### src/rtl/core/usf_pkg.sv
// Package for the URL span finder: shared types, character codes and sizes.
// Used by every module in rtl/core; has no dependencies of its own.
package usf_pkg;

    localparam int PosWidth     = 13;
    localparam int CharWidth    = 16;
    localparam int MaxLineDflt  = 4096;
    localparam int PosMaskValue = 8191;
    localparam int QueueDepth   = 4;
    localparam int QueuePtrW    = $clog2(QueueDepth);
    localparam int QueueCntW    = $clog2(QueueDepth + 1);

    // Character codes used by the prefix matcher.
    localparam logic [CharWidth-1:0] ChColon = 16'd58;
    localparam logic [CharWidth-1:0] ChLowH  = 16'd104;
    localparam logic [CharWidth-1:0] ChLowT  = 16'd116;
    localparam logic [CharWidth-1:0] ChLowP  = 16'd112;
    localparam logic [CharWidth-1:0] ChLowS  = 16'd115;
    localparam logic [CharWidth-1:0] ChLowF  = 16'd102;

    // Prefix lengths including the colon.
    localparam logic [2:0] PlenNone  = 3'd0;
    localparam logic [2:0] PlenFtp   = 3'd4;
    localparam logic [2:0] PlenHttp  = 3'd5;
    localparam logic [2:0] PlenHttps = 3'd6;

    // One classified character passed from the front end to the back end.
    typedef struct packed {
        logic [PosWidth-1:0] pos;
        logic [PosWidth-1:0] pos_inc;
        logic [PosWidth-1:0] span_start;
        logic                hit;
        logic                is_url;
        logic                last;
    } t_usf_item;

    function automatic logic is_url_char(input logic [CharWidth-1:0] c);
        logic r;
        r = (c == 16'd126) || (c >= 16'd97 && c <= 16'd122) ||
            (c == 16'd95)  || (c >= 16'd65 && c <= 16'd90)  ||
            (c == 16'd33)  || (c >= 16'd44 && c <= 16'd59)  ||
            (c == 16'd61)  || (c >= 16'd36 && c <= 16'd38)  ||
            (c == 16'd42)  || (c == 16'd63) || (c == 16'd35);
        return r;
    endfunction

endpackage

### src/rtl/core/usf_front.sv
// Front end of the URL span finder: tracks position and character history,
// classifies each character and detects prefixes. Depends on usf_pkg.
module usf_front #(
    parameter int MAX_LINE = usf_pkg::MaxLineDflt
) (
    input  logic                          i_clk,
    input  logic                          i_rst_n,
    input  logic                          i_accept,
    input  logic [usf_pkg::CharWidth-1:0] i_text_char,
    input  logic                          i_line_end,
    input  logic [usf_pkg::PosWidth-1:0]  i_start_position,
    output usf_pkg::t_usf_item            o_item
);
    import usf_pkg::*;

    localparam int PosLimitInt = (MAX_LINE > PosMaskValue) ? PosMaskValue : MAX_LINE;
    localparam logic [PosWidth-1:0] PosLimit = PosLimitInt[PosWidth-1:0];

    logic [PosWidth-1:0]  r_pos, n_pos;
    logic [CharWidth-1:0] r_hist [5];
    logic [CharWidth-1:0] n_hist [5];

    logic [2:0]          plen;
    logic [PosWidth:0]   pos_p1;
    logic [PosWidth:0]   start_w;
    logic [PosWidth-1:0] pos_inc;

    always_comb begin
        plen = PlenNone;
        if (i_text_char == ChColon) begin
            if (r_hist[4] == ChLowH && r_hist[3] == ChLowT && r_hist[2] == ChLowT &&
                r_hist[1] == ChLowP && r_hist[0] == ChLowS) begin
                plen = PlenHttps;
            end else if (r_hist[3] == ChLowH && r_hist[2] == ChLowT &&
                         r_hist[1] == ChLowT && r_hist[0] == ChLowP) begin
                plen = PlenHttp;
            end else if (r_hist[2] == ChLowF && r_hist[1] == ChLowT &&
                         r_hist[0] == ChLowP) begin
                plen = PlenFtp;
            end
        end
    end

    assign pos_p1  = {1'b0, r_pos} + {{PosWidth{1'b0}}, 1'b1};
    assign start_w = pos_p1 - {{(PosWidth-2){1'b0}}, plen};
    assign pos_inc = (r_pos >= PosLimit) ? PosLimit : pos_p1[PosWidth-1:0];

    always_comb begin
        o_item.pos        = r_pos;
        o_item.pos_inc    = pos_inc;
        o_item.span_start = start_w[PosWidth-1:0];
        o_item.hit        = (plen != PlenNone) &&
                            (pos_p1 >= {{(PosWidth-2){1'b0}}, plen}) &&
                            (start_w >= {1'b0, i_start_position});
        o_item.is_url     = is_url_char(i_text_char);
        o_item.last       = i_line_end;
    end

    // History keeps shifting even inside a span; it only matters before the
    // first prefix of a line and is cleared at every line end.
    always_comb begin
        n_pos = r_pos;
        for (int k = 0; k < 5; k++) begin
            n_hist[k] = r_hist[k];
        end
        if (i_accept) begin
            if (i_line_end) begin
                n_pos = '0;
                for (int k = 0; k < 5; k++) begin
                    n_hist[k] = '0;
                end
            end else begin
                n_pos     = pos_inc;
                n_hist[0] = i_text_char;
                for (int k = 1; k < 5; k++) begin
                    n_hist[k] = r_hist[k-1];
                end
            end
        end
    end

    always_ff @(posedge i_clk) begin
        if (!i_rst_n) begin
            r_pos <= '0;
            for (int k = 0; k < 5; k++) begin
                r_hist[k] <= '0;
            end
        end else begin
            r_pos <= n_pos;
            for (int k = 0; k < 5; k++) begin
                r_hist[k] <= n_hist[k];
            end
        end
    end

endmodule

### src/rtl/core/usf_queue.sv
// Short register queue between the front and back ends of the span finder.
// Holds classified characters; depends on usf_pkg.
module usf_queue (
    input  logic               i_clk,
    input  logic               i_rst_n,
    input  logic               i_push,
    input  usf_pkg::t_usf_item i_data,
    input  logic               i_pop,
    output usf_pkg::t_usf_item o_data,
    output logic               o_empty,
    output logic               o_full
);
    import usf_pkg::*;

    t_usf_item              r_mem [QueueDepth];
    logic [QueuePtrW-1:0]   r_wp, n_wp;
    logic [QueuePtrW-1:0]   r_rp, n_rp;
    logic [QueueCntW-1:0]   r_cnt, n_cnt;

    assign o_data  = r_mem[r_rp];
    assign o_empty = (r_cnt == '0);
    assign o_full  = (r_cnt == QueueDepth[QueueCntW-1:0]);

    always_comb begin
        n_wp  = i_push ? r_wp + 1'b1 : r_wp;
        n_rp  = i_pop  ? r_rp + 1'b1 : r_rp;
        n_cnt = r_cnt;
        if (i_push && !i_pop) begin
            n_cnt = r_cnt + 1'b1;
        end else if (!i_push && i_pop) begin
            n_cnt = r_cnt - 1'b1;
        end
    end

    always_ff @(posedge i_clk) begin
        if (!i_rst_n) begin
            r_wp  <= '0;
            r_rp  <= '0;
            r_cnt <= '0;
        end else begin
            r_wp  <= n_wp;
            r_rp  <= n_rp;
            r_cnt <= n_cnt;
        end
    end

    always_ff @(posedge i_clk) begin
        if (i_push) begin
            r_mem[r_wp] <= i_data;
        end
    end

endmodule

### src/rtl/core/usf_back.sv
// Back end of the URL span finder: grows the span per line and registers
// one result per line for the output channel. Depends on usf_pkg.
module usf_back (
    input  logic                         i_clk,
    input  logic                         i_rst_n,
    input  logic                         i_pop,
    input  usf_pkg::t_usf_item           i_item,
    input  logic                         i_out_stall,
    output logic                         o_out_valid,
    output logic                         o_url_found,
    output logic [usf_pkg::PosWidth-1:0] o_begin_position,
    output logic [usf_pkg::PosWidth-1:0] o_end_position
);
    import usf_pkg::*;

    logic                r_in_span, n_in_span;
    logic                r_line_done, n_line_done;
    logic [PosWidth-1:0] r_span_start, n_span_start;
    logic                r_ov, n_ov;
    logic                r_found, n_found;
    logic [PosWidth-1:0] r_beg, n_beg;
    logic [PosWidth-1:0] r_end, n_end;

    logic                emit;
    logic                e_found;
    logic [PosWidth-1:0] e_beg;
    logic [PosWidth-1:0] e_end;

    always_comb begin
        n_in_span    = r_in_span;
        n_line_done  = r_line_done;
        n_span_start = r_span_start;
        emit         = 1'b0;
        e_found      = 1'b0;
        e_beg        = '0;
        e_end        = '0;
        if (i_pop) begin
            if (r_line_done) begin
                // The line's result has gone; the rest of the line is dropped.
                emit = 1'b0;
            end else if (r_in_span) begin
                if (!i_item.is_url) begin
                    emit        = 1'b1;
                    e_found     = 1'b1;
                    e_beg       = r_span_start;
                    e_end       = i_item.pos;
                    n_line_done = 1'b1;
                end else if (i_item.last) begin
                    emit    = 1'b1;
                    e_found = 1'b1;
                    e_beg   = r_span_start;
                    e_end   = i_item.pos_inc;
                end
            end else begin
                if (i_item.hit) begin
                    n_in_span    = 1'b1;
                    n_span_start = i_item.span_start;
                end
                if (i_item.last) begin
                    emit = 1'b1;
                    if (i_item.hit) begin
                        e_found = 1'b1;
                        e_beg   = i_item.span_start;
                        e_end   = i_item.pos_inc;
                    end
                end
            end
            if (i_item.last) begin
                n_in_span    = 1'b0;
                n_line_done  = 1'b0;
                n_span_start = '0;
            end
        end
    end

    always_comb begin
        n_ov    = r_ov && i_out_stall;
        n_found = r_found;
        n_beg   = r_beg;
        n_end   = r_end;
        if (emit) begin
            n_ov    = 1'b1;
            n_found = e_found;
            n_beg   = e_beg;
            n_end   = e_end;
        end
    end

    always_ff @(posedge i_clk) begin
        if (!i_rst_n) begin
            r_in_span    <= 1'b0;
            r_line_done  <= 1'b0;
            r_span_start <= '0;
            r_ov         <= 1'b0;
        end else begin
            r_in_span    <= n_in_span;
            r_line_done  <= n_line_done;
            r_span_start <= n_span_start;
            r_ov         <= n_ov;
        end
    end

    always_ff @(posedge i_clk) begin
        r_found <= n_found;
        r_beg   <= n_beg;
        r_end   <= n_end;
    end

    assign o_out_valid      = r_ov;
    assign o_url_found      = r_found;
    assign o_begin_position = r_beg;
    assign o_end_position   = r_end;

endmodule

### src/rtl/core/url_span_finder.sv
// URL span finder, top level: front end, queue and back end of the scanner.
// Depends on usf_pkg, usf_front, usf_queue and usf_back.
// Throughput: one character per cycle; the front end takes a character into
// the four-entry queue while it is not full, and the back end retires one per
// cycle while the output register is free or being taken. The line's deciding
// character is registered in the queue and then in the output register.
// Reset (synchronous, active low) clears position, history, span state and
// the queue; no result is pending after reset.
module url_span_finder #(
    parameter int MAX_LINE = usf_pkg::MaxLineDflt
) (
    input  logic                          i_clk,
    input  logic                          i_rst_n,
    input  logic                          i_in_valid,
    output logic                          o_in_stall,
    input  logic [usf_pkg::CharWidth-1:0] i_text_char,
    input  logic                          i_line_end,
    input  logic [usf_pkg::PosWidth-1:0]  i_start_position,
    output logic                          o_out_valid,
    input  logic                          i_out_stall,
    output logic                          o_url_found,
    output logic [usf_pkg::PosWidth-1:0]  o_begin_position,
    output logic [usf_pkg::PosWidth-1:0]  o_end_position
);
    import usf_pkg::*;

    localparam int PosLimitInt = (MAX_LINE > PosMaskValue) ? PosMaskValue : MAX_LINE;
    localparam logic [PosWidth-1:0] PosLimit = PosLimitInt[PosWidth-1:0];

    t_usf_item front_item;
    t_usf_item head_item;
    logic      accept;
    logic      q_empty;
    logic      q_full;
    logic      pop;

    assign o_in_stall = q_full;
    assign accept     = i_in_valid && !q_full;
    assign pop        = !q_empty && (!o_out_valid || !i_out_stall);

    usf_front #(
        .MAX_LINE(MAX_LINE)
    ) u_front (
        .i_clk           (i_clk),
        .i_rst_n         (i_rst_n),
        .i_accept        (accept),
        .i_text_char     (i_text_char),
        .i_line_end      (i_line_end),
        .i_start_position(i_start_position),
        .o_item          (front_item)
    );

    usf_queue u_queue (
        .i_clk  (i_clk),
        .i_rst_n(i_rst_n),
        .i_push (accept),
        .i_data (front_item),
        .i_pop  (pop),
        .o_data (head_item),
        .o_empty(q_empty),
        .o_full (q_full)
    );

    usf_back u_back (
        .i_clk           (i_clk),
        .i_rst_n         (i_rst_n),
        .i_pop           (pop),
        .i_item          (head_item),
        .i_out_stall     (i_out_stall),
        .o_out_valid     (o_out_valid),
        .o_url_found     (o_url_found),
        .o_begin_position(o_begin_position),
        .o_end_position  (o_end_position)
    );

    // A found span always ends after its beginning.
    a_span_order: assert property (@(posedge i_clk) disable iff (!i_rst_n)
        (o_out_valid && o_url_found) |-> (o_end_position > o_begin_position))
        else $error("URL span ends at or before its beginning");

    // A line without a URL reports zero positions.
    a_not_found_zero: assert property (@(posedge i_clk) disable iff (!i_rst_n)
        (o_out_valid && !o_url_found) |->
        (o_begin_position == '0 && o_end_position == '0))
        else $error("Non-zero positions reported for a line without a URL");

    // Reported positions never pass the saturation limit.
    a_end_limit: assert property (@(posedge i_clk) disable iff (!i_rst_n)
        o_out_valid |-> (o_end_position <= PosLimit))
        else $error("End position beyond the line limit");

endmodule
### config.mk
export PLATFORM = sky130hd
export DESIGN_NAME = url_span_finder
export DESIGN_NICKNAME = d
export VERILOG_FILES = /design/src/rtl/core/usf_pkg.sv /design/src/rtl/core/usf_front.sv /design/src/rtl/core/usf_queue.sv /design/src/rtl/core/usf_back.sv /design/src/rtl/core/url_span_finder.sv
export SDC_FILE = /design/constraint.sdc
export NUM_CORES = 1
export LEC_CHECK = 0
export BUFFER_PORTS_ARGS = -buffer_cell sky130_fd_sc_hd__buf_4
export CAP_MARGIN = 20
export CORE_ASPECT_RATIO = 1.2
export CORE_MARGIN = 8
export CORE_UTILIZATION = 45
export CTS_BUF_LIST = sky130_fd_sc_hd__clkbuf_2 sky130_fd_sc_hd__clkbuf_4 sky130_fd_sc_hd__clkbuf_8
export CTS_CLUSTER_DIAMETER = 30
export DETAILED_ROUTE_END_ITERATION = 6
export GPL_ROUTABILITY_DRIVEN = 1
export PLACE_DENSITY_LB_ADDON = 0.15
export SLEW_MARGIN = 25
export SYNTH_ARGS = -nofsm -noshare
export SYNTH_HDL_FRONTEND = slang
export SYNTH_SLANG_ARGS = --single-unit
### constraint.sdc
create_clock -name i_clk -period 5.4 [get_ports i_clk]
set_clock_uncertainty 0.15 [all_clocks]
set_input_delay 0.54 -clock i_clk [delete_from_list [all_inputs] [get_ports i_clk]]
set_output_delay 0.54 -clock i_clk [all_outputs]
set_load 0.1 [all_outputs]
# After elaboration in Yosys (flattened, before gate mapping)
# Memories as Yosys holds them, arrays and structs flattened. A register that Yosys moved wholly into a read port is not among the register bits.
# Cells that the tools add are included.
[classes] eq_ne=20 order_cmp=11 n_mux=51 addsub=6 n_reduce_logical=44 bitwise_logic=6
[ops] op="13-bit two-way mux" count=16
[ops] op="16-bit by 7-bit equality test with 1-bit output (second input constant)" count=11
[ops] op="80-bit two-way mux" count=2
[ops] op="16-bit by 6-bit equality test with 1-bit output (second input constant)" count=6
[ops] op="16-bit two-way mux" count=5
[ops] op="16-bit by 6-bit greater-or-equal comparator with 1-bit output (second input constant)" count=2
[ops] op="16-bit by 7-bit greater-or-equal comparator with 1-bit output (second input constant)" count=2
[ops] op="16-bit by 6-bit <= comparator with 1-bit output (second input constant)" count=2
[ops] op="16-bit by 7-bit <= comparator with 1-bit output (second input constant)" count=2
[ops] op="1-bit logical AND" count=20
[ops] op="1-bit two-way mux" count=20
[ops] op="3-bit two-way mux" count=6
[ops] op="13-bit by 1-bit adder with 14-bit output (second input constant)" count=1
[ops] op="14-bit by 13-bit greater-or-equal comparator with 1-bit output" count=1
[ops] op="14-bit by 3-bit greater-or-equal comparator with 1-bit output" count=1
[ops] op="14-bit by 3-bit subtractor with 14-bit output" count=1
[ops] op="13-bit greater-or-equal comparator (second input constant)" count=1
[ops] op="1-bit logical OR" count=11
[ops] op="1-bit zero test" count=6
[ops] op="1-bit OR" count=5
[ops] op="2-bit by 1-bit adder with 2-bit output (second input constant)" count=2
[ops] op="2-bit two-way mux" count=2
[ops] op="2-bit inequality test (second input constant)" count=2
[ops] op="4-bit AND reduction" count=1
[ops] op="9 further kinds" count=10
[word_totals] ff_bits=63 mem_count=2 input_bits=34 ramBits=248 word_cells=151
[mem_list] memory="u_queue.r_mem" words=4 width=42 rd=1 rd_clocked_by_memory_dff=1 write_ports=1 line_no="usf_queue.sv:15" rtl="t_usf_item r_mem [QueueDepth];"
[mem_list] memory="u_front.r_hist" words=5 width=16 rd=5 rd_clocked_by_memory_dff=0 write_ports=5 line_no="usf_front.sv:20" rtl="logic [CharWidth-1:0] r_hist [5];"

# Depth between registers and ports, before layout
# Gate-level depths: netlist (run 1).
[logic_depth] word_depth=12 depth_mapped=20 depth_no_buf=19

# Cells and area by module
# A second synthesis (run 1) with hierarchy kept.
[unflattened] cells_unflattened=1143 area_unflattened_um2=13929.6
[modules_own_cells] module="usf_queue" instances=1 seq_area_each_um2=5225.0 cells_each=263 area_per_inst_um2=6558.8
[modules_own_cells] module="usf_front" instances=1 seq_area_each_um2=1861.8 cells_each=735 area_per_inst_um2=5529.1
[modules_own_cells] module="usf_back" instances=1 seq_area_each_um2=1131.1 cells_each=143 area_per_inst_um2=1819.2
[modules_own_cells] module="url_span_finder" instances=1 seq_area_each_um2=0.0 cells_each=2 area_per_inst_um2=22.5

# Least setup slack after synthesis (run 1)
# Ideal clock, no wire load.
[synth_path] path_kind="flip-flop to flip-flop" from="register u_queue.r_cnt[0]" to="memory u_queue.r_mem[0][0] (netlist name) (enable)" t_arrival_ns=4.132 path_slack_ns=0.667 synth_period_minus_slack_ns=4.733 path_stages_with_launch=7 t_required_ns=4.800 path_cell_list="dfxtp_1 -> nor3b_1 -> nand2b_1 -> clkinv_1 -> clkbuf_1 -> buf_2 -> and2_1"
[synth_via] elab_chain_len=5
[synth_rtl] element="from (decl)" line_no="usf_queue.sv:18" rtl="logic [QueueCntW-1:0] r_cnt, n_cnt;"
[synth_rtl] element="from (signal assigned)" line_no="usf_queue.sv:43" rtl="r_cnt <= n_cnt;"
[synth_rtl] element="3-bit equality test" line_no="usf_queue.sv:22" rtl="assign o_full = (r_cnt == QueueDepth[QueueCntW-1:0]);"
[synth_rtl] element="named net o_in_stall" line_no="url_span_finder.sv:15" rtl="output logic o_in_stall,"
[synth_rtl] element="1-bit zero test" line_no="url_span_finder.sv:38" rtl="assign accept = i_in_valid && !q_full;"
[synth_rtl] element="1-bit logical AND" line_no="url_span_finder.sv:38"
[synth_rtl] element="named net accept" line_no="url_span_finder.sv:32" rtl="logic accept;"
[synth_rtl] element="1-bit two-way mux" line_no="usf_queue.sv:48" rtl="if (i_push) begin"
[synth_rtl] element="1-bit two-way mux (implied by the code)" line_no="usf_queue.sv:49" rtl="r_mem[r_wp] <= i_data;"
[synth_rtl] element="to (decl)" line_no="usf_queue.sv:15"
# The timed path passes the listed nets, and every way through them passes these cells.

==> key figures, run 1 <==
Status
  • Status: finished, final reports clean

Global routing
  • Grt total ovfl: 0
  • Tot GR Track Use: 17.0%
  • Global-route wire length before repair: between 40,000 and 50,000 um
  • Antenna violations before repair: 0
  • Vias in the first global route: 9,154
  • Largest net degree at the start of global routing: ~120

Critical path
  • Endpoint of the worst register-to-register path: u_queue.r_mem[0][2]
  • Critical Path Start: u_front.r_hist[0][43]
  • FF-to-FF path depth: 20
  • Internal reg-to-reg setup slack: 0.45 ns
  • CP max FO: 5
  • Worst R2R Start: u_front.r_hist[0][43]
  • Crit path required time: 5.58 ns
  • CP endpoint kind: flip-flop
  • Arr. time, crit path: 5.13 ns
  • Worst setup path class: flip-flop to flip-flop
  • CP startpoint kind: flip-flop

STA
  • Final Hold Violating Endpoints: 0
  • Setup violations, final: 0
  • Setup TNS: 0 ns
  • Final Critical Period: between 4 and 5 ns
  • Max-slew headroom: around two fifths
  • Slew Limit Fails: 0
  • Slew at the pin with the worst max-slew slack: 0.873 ns
  • RSZ-0062 raised after global routing: no
  • Crit share post-route: 91.6%
  • Fmax: 0.202 GHz
  • Worst hold slack: 0.0921 ns

Synth
  • Synthesized Nets: 1,148
  • Synthesized flop and latch total: 313
  • Syn Inst Count: 1,088
  • Primary FF master, synth: edfxtp_1
  • Synthesized area per cell: between 10 and 15 um^2
  • Seq/Total Area, Yosys: 59.5%
  • Cell taking the most area after synthesis: edfxtp_1
  • Synth Cell Area: ~14,000 um^2
  • Synth top area share: 42.4%
  • Synth warn: 0
  • Post-synth EDFFs: 195
  • Leading post-synthesis cells by cell area: edfxtp_1, dfxtp_1, mux4_2
  • Distinct cells, synth: 71
  • Async set-reset flop share out of synthesis: 0%

Clock tree
  • Worst skew pair latency: 0.60 ns
  • CTS tree: yes
  • CTS buffer count: 58
  • H-tree Lvls: 2
  • Root Buffer: clkbuf_8
  • Post-CTS Setup Repair Bufs: 0
  • CTS Sinks: 313
  • # resized after CTS: 0
  • Clock slew at reported path FFs: 0.06 ns
  • CTS Buffer Depth: 3
  • Hold_buf cts: 0

Place
  • HPWL Detailed: 19,800 um
  • Port Buf Inserts: 62
  • Gpl congestion: between 0.8 and 0.9

Power and ir drop
  • Reg power frac: 38.6%
  • Power share of the clock group: 33.8%
  • Power Density: about 480 nW/um^2
  • Net Switching: 2650 uW
  • Internal power: between 5000 and 6000 uW
  • Pwr Total: approximately 7700 uW
  • Comb pwr share: approximately 28%
  • Leak: 0.00547 uW
  • Sw Ratio: 34.4%
  • Worst IR Drop VDD: 0.472 mV

Min path
  • HP Class: primary input to flip-flop
  • Min-Delay Endpoint: u_front.r_hist[0][10]
  • Hold Startpoint: i_text_char[10]
  • Hold depth: 3

Detailed routing
  • DR vias/cell: 5.47
  • Detailed Route WL: 31,200 um
  • Iteration count of the initial detailed-routing pass: 5
  • DRC errors left: 0
  • Vias: 8,755
  • Avg WL per Cell: 19.5 um
  • DRT iter0 DRCs: 598
  • Antenna Nets Post-Route: 0

Floorplanning
  • IO Pins: 63
  • Die W: between 150 and 200 um
  • Starting Density: 45.5%
  • Die height: roughly 210 um
  • Die ar.: 36,600 um^2
  • Core Area: a little over 30,000 um^2
  • FP Rows: 70

Cells and area
  • Final net count: about 1,200
  • Final antenna diode count: 0
  • Synthesis-to-layout area growth: 15.5%
  • Ratio of cells with drive above 1 in the final layout: between 20% and 30%
  • Final core occ: a little over half

Job
  • Max-cap violations: 0
area by class of cell:
| class | instances | area, um^2 |
|---|---|---|
| clock buffer | 73 | 961 |
| multi-input combinational | 667 | 5130 |
| clock inverter | 37 | 417 |
| inverter | 34 | 128 |
| fill | 2666 | 14400 |
| timing repair buffer | 81 | 612 |
| tap | 396 | 495 |
| sequential | 313 | 8220 |
layer usage:
layer	part of all wire, %	GRT usage, %	wire length, um
met2	52	30.3	16200
met5	0	0	0
met4	2.7	6.59	847
met3	3.9	3.21	1200
met1	41	19.9	13000
worst max-delay path, stage by stage (launching register included):
cell      delay, ns
dfxtp_1        0.32
nor4_1         0.42
nand4_1        0.22
nor4_1         0.43
nor4b_2        0.26
buf_4          0.17
inv_1          0.04
ha_1           0.28
nor2b_1        0.13
o21a_1         0.19
nor3_1         0.14
buf_4          0.15
nand2_1        0.06
xor2_1         0.37
ha_1           0.33
a21o_1         0.16
a21oi_1        0.12
o21ai_0        0.08
a221o_1        0.38
a41oi_2        0.17
a211oi_2       0.12
power groups by stage:
| stage | combinational, uW | sequential [uW] | clock (uW) |
|---|---|---|---|
| after floorplan | 1020 | 3650 | 0 |
| after global placement | 2150 | 3010 | 0 |
| after detailed placement | 2160 | 3020 | 0 |
| after CTS | 2160 | 2970 | 2660 |
| after global routing | 2270 | 2990 | 2770 |
| final | 2130 | 2960 | 2600 |
how the worst max path moves through the flow:
stage / to / slack (ns) / cells after the start
2_1_floorplan: u_queue.r_mem[0][0] / 0.67 / 6
4_1_cts: u_queue.r_mem[0][2] / 0.42 / 20
3_3_place_gp: u_queue.r_mem[0][2] / 0.41 / 20
6_report: u_queue.r_mem[0][2] / 0.45 / 20
3_5_place_dp: u_queue.r_mem[3][2] / 0.37 / 20
5_1_grt: u_queue.r_mem[0][2] / 0.08 / 19
registers in the layout, summed over array words and instances, names as in the netlist, named ones only:
register                 cells
u_queue.r_mem              168
u_front.r_hist              80
u_back.o_begin_position     13
u_back.o_end_position       13
u_back.r_span_start         13
u_front.r_pos               13
u_queue.r_cnt                3
u_queue.r_rp                 2
u_queue.r_wp                 2
u_back.o_out_valid           1
u_back.o_url_found           1
u_back.r_in_span             1
u_back.r_line_done           1
synth_stat cells (all sizes together), types with 3 or more instances:
library cell and number:
dfxtp 118, a21o 4, nor4bb 4, xor2 13, nor2b 30, inv 33
nor2 57, nand4 11, nor3 13, nand2 110, mux2i 6, a21oi 21
nor3b 4, nor4 16, a22oi 41, nand3 9, o21a 3, mux4 40
buf 32, nand3b 78, or3 7, xnor2 15, o2111ai 5, and3 3
edfxtp 195, a21boi 84, and2 15, clkbuf 42, ha 24, nand2b 3
o21ai 18, nor4b 8
stage by stage:
step | instances | cell area, um^2 | setup WS [ns]
2_1_floorplan | 1088 | 13800 | 0.667
6_report | 1601 | 16000 | 0.453
3_5_place_dp | 1491 | 14600 | 0.370
4_1_cts | 1601 | 16000 | 0.418
3_3_place_gp | 1491 | 14600 | 0.410
5_1_grt | 1601 | 16000 | 0.0760
kinds of logic (layout without fill, tap and decap cells):
kind of cell,after synthesis,in the layout,synth area share (%)
multiplexers,48,48,7.12
XOR/XNOR,28,28,1.88
buffers and inverters,108,225,3.51
flip-flops,313,313,59.5
adder cells (fa/ha/maj),26,26,2.46
AO/OA/AOI/OAI,191,191,10.1
AND/OR/NAND/NOR,374,374,15.5
cells in the final DEF (no fill, tap or decap), types with 15 or more instances in the layout:
master    count
inv_1        32
nand3b_1     78
a22oi_1      40
nand2_1     110
dfxtp_1     116
xnor2_1      15
buf_4        80
ha_1         24
a21boi_0     82
mux4_2       40
clkbuf_8     66
clkinv_2     18
nor2b_1      29
edfxtp_1    195
nor2_1       55
a21oi_1      20
Note: power is estimated with default switching activity, not from simulation.
==> run 2: changes to the inputs <==
CTS_BUF_LIST = default   (was sky130_fd_sc_hd__clkbuf_2 sky130_fd_sc_hd__clkbuf_4 sky130_fd_sc_hd__clkbuf_8)
==> key figures, run 2 (synthesis results as in run 1) <==
Status
  • Status: finished, final reports clean

Critical path
  • Internal reg-to-reg setup slack: 0.44 ns (about the same)
  • Endpoint of the worst register-to-register path: u_queue.r_mem[2][2]
  • Slowest-stage cell, CP: nor4_1
  • CP endpoint kind: flip-flop
  • CP max FO: 5 (unchanged)
  • CP startpoint kind: flip-flop
  • Worst R2R Start: u_front.r_hist[0][43]
  • Crit path required time: 5.54 ns (-0.04 ns)
  • FF-to-FF path depth: 19 (-5.0%)
  • Arr. time, crit path: 5.10 ns (-0.03 ns)
  • Crit-path max cell delay: 0.44 ns (about the same)
  • Crit path cell chain: nor4_1 -> nand4_1 -> nor4_1 -> nor4b_2 -> buf_4 -> nor2_1 -> ha_1 -> a21oi_1 -> nand2_1 -> or4_1 -> o21ai_1 -> xor2_1 -> ha_1 -> a21o_1 -> a21oi_1 -> o21ai_0 -> a221o_1 -> a41oi_2 -> a211oi_2
  • Worst setup path class: flip-flop to flip-flop

Floorplanning
  • Die height: 208 um (unchanged)
  • FP Rows: 70 (unchanged)
  • Die ar.: 36,600 um^2 (unchanged)
  • Core Area: 30,400 um^2 (unchanged)
  • IO Pins: 63 (unchanged)
  • Starting Density: 45.5% (unchanged)
  • Die W: 176 um (unchanged)

Clock tree
  • Hold_buf cts: 0 (unchanged)
  • Clock slew at reported path FFs: 0.05 ns (about the same)
  • CTS Buffer Depth: 3 (unchanged)
  • Root Buffer: clkbuf_16
  • CTS Sinks: 313 (unchanged)
  • H-tree Lvls: 2 (unchanged)
  • CTS tree: yes
  • CTS buffer count: 55 (-5.2%)
  • Post-CTS Setup Repair Bufs: 0 (unchanged)
  • # resized after CTS: 0 (unchanged)
  • Worst skew pair latency: 0.57 ns (-0.03 ns)

Global routing
  • Vias in the first global route: 9,110 (-0.48%)
  • Global-route wire length before repair: 50,000 um (+0.60%)
  • Antenna violations before repair: 0 (unchanged)
  • Largest net degree at the start of global routing: 117 (unchanged)
  • Tot GR Track Use: 17.1% (+0.087 points)
  • Grt total ovfl: 0 (unchanged)

Detailed routing
  • Iteration count of the initial detailed-routing pass: 5 (unchanged)
  • Avg WL per Cell: 19.7 um (+0.74%)
  • DR WL met2: 16,100 um (-0.67%)
  • Detailed Route WL: 31,300 um (+0.30%)
  • DRT iter0 DRCs: 576 (-3.7%)
  • DR top layer: met4
  • Wire length on met3: 1260 um (+4.5%)
  • DR vias/cell: 5.50 (+0.51%)
  • Antenna Nets Post-Route: 0 (unchanged)
  • Vias: 8,761 (+0.069%)
  • DRC errors left: 0 (unchanged)
  • Met1 WL: 13,000 um (about the same)

Power and ir drop
  • Leak: 0.00574 uW (+5.0%)
  • Worst IR Drop VDD: 0.484 mV (+2.4%)
  • Pwr Total: 8800 uW (+15%)
  • Power Density: 530 nW/um^2 (+10%)

Min path
  • Hold Startpoint: i_text_char[14]
  • Min-Delay Endpoint: u_front.r_hist[0][14]
  • HP Class: primary input to flip-flop
  • Hold depth: 3 (unchanged)

STA
  • Max-slew headroom: 41.4% (-0.39 points)
  • Final Hold Violating Endpoints: 0 (unchanged)
  • Slew Limit Fails: 0 (unchanged)
  • RSZ-0062 raised after global routing: no
  • Setup violations, final: 0 (unchanged)
  • Worst hold slack: 0.127 ns (+0.0352 ns)
  • Setup TNS: 0 ns (unchanged)
  • Slew at the pin with the worst max-slew slack: 0.879 ns (+0.00591 ns)
  • Fmax: 0.202 GHz (-0.21%)
  • Final Critical Period: 4.96 ns (+0.0104 ns)
  • Crit share post-route: 91.8% (+0.19 points)
  • Worst setup margin: 0.442 ns (-0.0104 ns)

Cells and area
  • Final antenna diode count: 0 (unchanged)
  • Final net count: 1,212 (-0.25%)
  • Top reg by flops: u_queue.r_mem
  • Cell area after layout: 16,600 um^2 (+4.1%)
  • Max reg flops: 168 (unchanged)
  • FILL cells: 2,570 (-3.6%)
  • Synthesis-to-layout area growth: 20.2%
  • Top flop regs: u_queue.r_mem: 168 flops, u_front.r_hist: 80 flops
  • Commonest non-fill, non-tap cells in the layout: edfxtp_1, dfxtp_1, nand2_1
  • Ratio of cells with drive above 1 in the final layout: 21.2% (-0.71 points)
  • Most common cell after layout, fill and taps aside: edfxtp_1

Place
  • Gpl congestion: 0.854 (unchanged)
  • HPWL Detailed: 19,800 um (unchanged)
  • Area of placed instances: 14,600 um^2 (unchanged)
  • Placement-stage worst setup slack: 0.370 ns (unchanged)
  • Port Buf Inserts: 62 (unchanged)

Job
  • Max-cap violations: 0 (unchanged)
==> run 2: cell types whose count changed in the layout (fill, tap and decap cells not counted), sizes merged <==
| cell | change |
|---|---|
| clkinv | -13 |
| inv | +13 |
| clkbuf | -8 |
| bufinv | +2 |
| clkinvlp | -1 |
==> run 2: layout make-up <==
type                    count  area, um^2  share of cell area [%]
repair buffers             81         612                    3.68
well taps                 396         495                    2.98
multi-input cells         667        5130                    30.9
flip-flops and latches    313        8220                    49.5
clock inverters            38         532                    3.20
inverters                  34         128                   0.768
clock buffers              65        1500                    9.01
==> run 2: report_power, final <==
group	internal, uW	switching (uW)
Sequential	2860	108
Combinational	609	1510
Clock	2490	1220
==> run 2: layer usage <==
metal | track usage, % | vias up
met4 | 6.53 | 0
met5 | 0 | -
met2 | 30.2 | 199
met3 | 3.06 | 71
met1 | 20.4 | 4313
li1 | - | 4178
==> run 2: critical path, delay by kind of cell (launching register included) <==
kind	cells	cell delay [ns]
AOI/OAI and AO/OA	8	1.29
xor gates and xnor gates	1	0.16
adders and majority gates	2	0.59
buffers and inverters	1	0.17
DFF	1	0.32
and+or+nand+nor	7	2.03
==> run 2: worst max path at each step <==
stage,startpoint,to,depth (start not counted)
after global placement,i_text_char[11],u_queue.r_mem[0][2],20
final,u_front.r_hist[0][43],u_queue.r_mem[2][2],19
after CTS,u_front.r_hist[0][43],u_queue.r_mem[0][2],20
after detailed placement,i_text_char[11],u_queue.r_mem[3][2],20
after global routing,u_front.r_hist[0][20],u_queue.r_mem[2][2],19
after floorplan,u_queue.r_cnt[0],u_queue.r_mem[0][0],6
==> run 2: through the flow <==
step	utilization, %	std cells
final	54.7	1594
after global routing	54.7	1594
after CTS	54.7	1594
after detailed placement	48.0	1491
after global placement	48.0	1491
after floorplan	-	1088
==> run 3: changes to the inputs <==
CORE_UTILIZATION = 55   (was 45)
==> key figures, run 3 (synthesis results as in run 1) <==
Status
  • Status: finished, final reports clean

Cells and area
  • Final antenna diode count: 0 (unchanged)
  • FILL cells: 1,793 (-30%)
  • Final net count: 1,207 (-0.41%)
  • Synthesis-to-layout area growth: 18.9%
  • Top flop regs: u_queue.r_mem: 168 flops, u_front.r_hist: 80 flops
  • Max reg flops: 168 (unchanged)
  • Most common cell after layout, fill and taps aside: edfxtp_1
  • Top reg by flops: u_queue.r_mem
  • Ratio of cells with drive above 1 in the final layout: 20.6% (-0.58 points)
  • Commonest non-fill, non-tap cells in the layout: edfxtp_1, dfxtp_1, nand2_1

Floorplanning
  • Die ar.: 30,500 um^2 (-17%)
  • IO Pins: 63 (unchanged)
  • Die W: 161 um (-8.7%)
  • Die height: 190 um (-8.8%)
  • Starting Density: 56.0% (+11 points)
  • FP Rows: 63 (-10%)
  • Core Area: 24,700 um^2 (-19%)

Global routing
  • Global-route wire length before repair: 49,100 um (-1.7%)
  • Antenna violations before repair: 0 (unchanged)
  • Largest net degree at the start of global routing: 117 (unchanged)
  • Grt total ovfl: 0 (unchanged)
  • Vias in the first global route: 9,153 (+0.47%)
  • Tot GR Track Use: 20.1% (+3.0 points)

Clock tree
  • Hold_buf cts: 0 (unchanged)
  • Clock slew at reported path FFs: 0.05 ns (about the same)
  • Post-CTS Setup Repair Bufs: 0 (unchanged)
  • Worst skew pair latency: 0.56 ns (about the same)
  • CTS buffer count: 54 (-1.8%)
  • CTS tree: yes
  • Root Buffer: clkbuf_16
  • CTS Buffer Depth: 3 (unchanged)
  • H-tree Lvls: 2 (unchanged)
  • CTS Sinks: 313 (unchanged)

STA
  • Final Hold Violating Endpoints: 0 (unchanged)
  • Fmax: 0.199 GHz (-1.5%)
  • Setup violations, final: 0 (unchanged)
  • Slew at the pin with the worst max-slew slack: 0.997 ns (+0.118 ns)
  • Crit share post-route: 93.2% (+1.4 points)
  • Worst setup margin: 0.365 ns (-0.0770 ns)
  • Slew Limit Fails: 0 (unchanged)
  • RSZ-0062 raised after global routing: no
  • Final Critical Period: 5.03 ns (+0.0770 ns)
  • Setup TNS: 0 ns (unchanged)
  • Max-slew headroom: 33.5% (-7.9 points)

Detailed routing
  • DRC errors left: 0 (unchanged)
  • Detailed Route WL: 30,800 um (-1.6%)
  • DR vias/cell: 5.90 (+7.4%)
  • Antenna Nets Post-Route: 0 (unchanged)
  • Vias: 8,961 (+2.3%)
  • Avg WL per Cell: 20.3 um (+3.4%)
  • Iteration count of the initial detailed-routing pass: 5 (unchanged)
  • DRT iter0 DRCs: 517 (-10%)

Power and ir drop
  • Net Switching: 2810 uW (-1.2%)
  • Reg power frac: 34.4% (+0.7 points)
  • Leak: 0.00571 uW (-0.56%)
  • Comb pwr share: 24.6% (+0.5 points)
  • Power share of the clock group: 41.1% (-1.1 points)
  • Worst IR Drop VDD: 0.278 mV (-43%)
  • Power Density: 527 nW/um^2 (-0.48%)
  • Sw Ratio: 32.4% (+0.12 points)
  • Internal power: 5850 uW (-1.7%)
  • Pwr Total: 8670 uW (-1.6%)

Critical path
  • Crit path cell chain: nor4bb_1 -> nand4_1 -> nor4_2 -> nor4b_4 -> nor2_1 -> ha_1 -> a21oi_1 -> nand2_1 -> or4_1 -> o21ai_1 -> xor2_1 -> ha_1 -> a21o_1 -> a21oi_1 -> o21ai_0 -> a221o_1 -> a41oi_2 -> a211oi_2
  • Worst setup path class: flip-flop to flip-flop
  • Worst path bufs/invs: 0 (-1)
  • CP startpoint kind: flip-flop
  • Crit path max-delay family: simple AND/OR/NAND/NOR gates
  • Slowest-stage cell, CP: nor4_2
  • Arr. time, crit path: 5.17 ns (+0.07 ns)
  • Crit path required time: 5.53 ns (about the same)
  • CP endpoint kind: flip-flop
  • Crit-path max cell delay: 0.43 ns (about the same)
  • CP max FO: 5 (unchanged)

Min path
  • HP Class: primary input to flip-flop

Job
  • Max-cap violations: 0 (unchanged)

Place
  • Gpl congestion: 0.862 (+0.89%)
  • Placement-stage worst setup slack: 0.206 ns (-0.163 ns)
  • HPWL Detailed: 19,000 um (-4.3%)
  • Port Buf Inserts: 62 (unchanged)
run 3: area by class of cell:
type / count / area, um^2 / share of cell area [%]
flip-flops and latches: 313 / 8220 / 50.0
multi-input cells: 667 / 5150 / 31.4
clock buffers: 65 / 1510 / 9.17
repair buffers: 77 / 578 / 3.52
clock inverters: 37 / 442 / 2.69
well taps: 325 / 407 / 2.47
inverters: 34 / 128 / 0.776
run 3: through the flow:
step           util, %  hold slack, ns  std cells  cell area, um^2
4_1_cts           66.5           0.127       1518            16400
2_1_floorplan        -           0.286       1088            13800
3_5_place_dp      58.6           0.312       1416            14500
3_3_place_gp      58.6           0.303       1416            14500
5_1_grt           66.6           0.141       1518            16400
6_report          66.6           0.141       1518            16400
run 3: path summary, 6_finish.rpt:
path | start | slack, ns | cells after the start | endpoint
max | u_front.r_hist[0][37] | 0.37 | 18 | u_queue.r_mem[0][2]
min | i_text_char[12] | 0.14 | 3 | u_front.r_hist[0][12]
max reg2reg | u_front.r_hist[0][37] | 0.37 | 18 | u_queue.r_mem[0][2]
min reg2reg | u_front.r_hist[0][70] | 0.31 | 2 | u_front.r_hist[0][70]
run 3: power groups by stage:
stage / combinational (uW) / sequential, uW / clock (uW)
after detailed placement: 2130 / 3020 / 0
after global routing: 2260 / 3000 / 3710
after global placement: 2120 / 3010 / 0
final: 2130 / 2980 / 3560
after CTS: 2150 / 2980 / 3610
after floorplan: 1020 / 3650 / 0
run 3: per-layer routing:
metal | vias up | GRT usage [%] | part of all wire, %
li1 | 4173 | - | -
met1 | 4473 | 23.8 | 41
met2 | 238 | 36.0 | 52
met3 | 77 | 3.57 | 3.8
met4 | 0 | 7.88 | 3.4
met5 | - | 0 | 0
run 3: what timing repair did:
action / 4_1_cts / 5_1_grt
endpoints found under the setup margin: 0 / 4
endpoints found under the hold margin: 0 / 0
resized for setup: 0 / 3
run 3: worst register-to-register path, delay by kind of cell, from the launching register on:
| family | cells | cell delay [ns] |
|---|---|---|
| flip-flops | 1 | 0.34 |
| AND/OR/NAND/NOR | 7 | 2.15 |
| AO/OA/AOI/OAI | 8 | 1.33 |
| adder cells (fa/ha/maj) | 2 | 0.62 |
| XOR/XNOR | 1 | 0.17 |
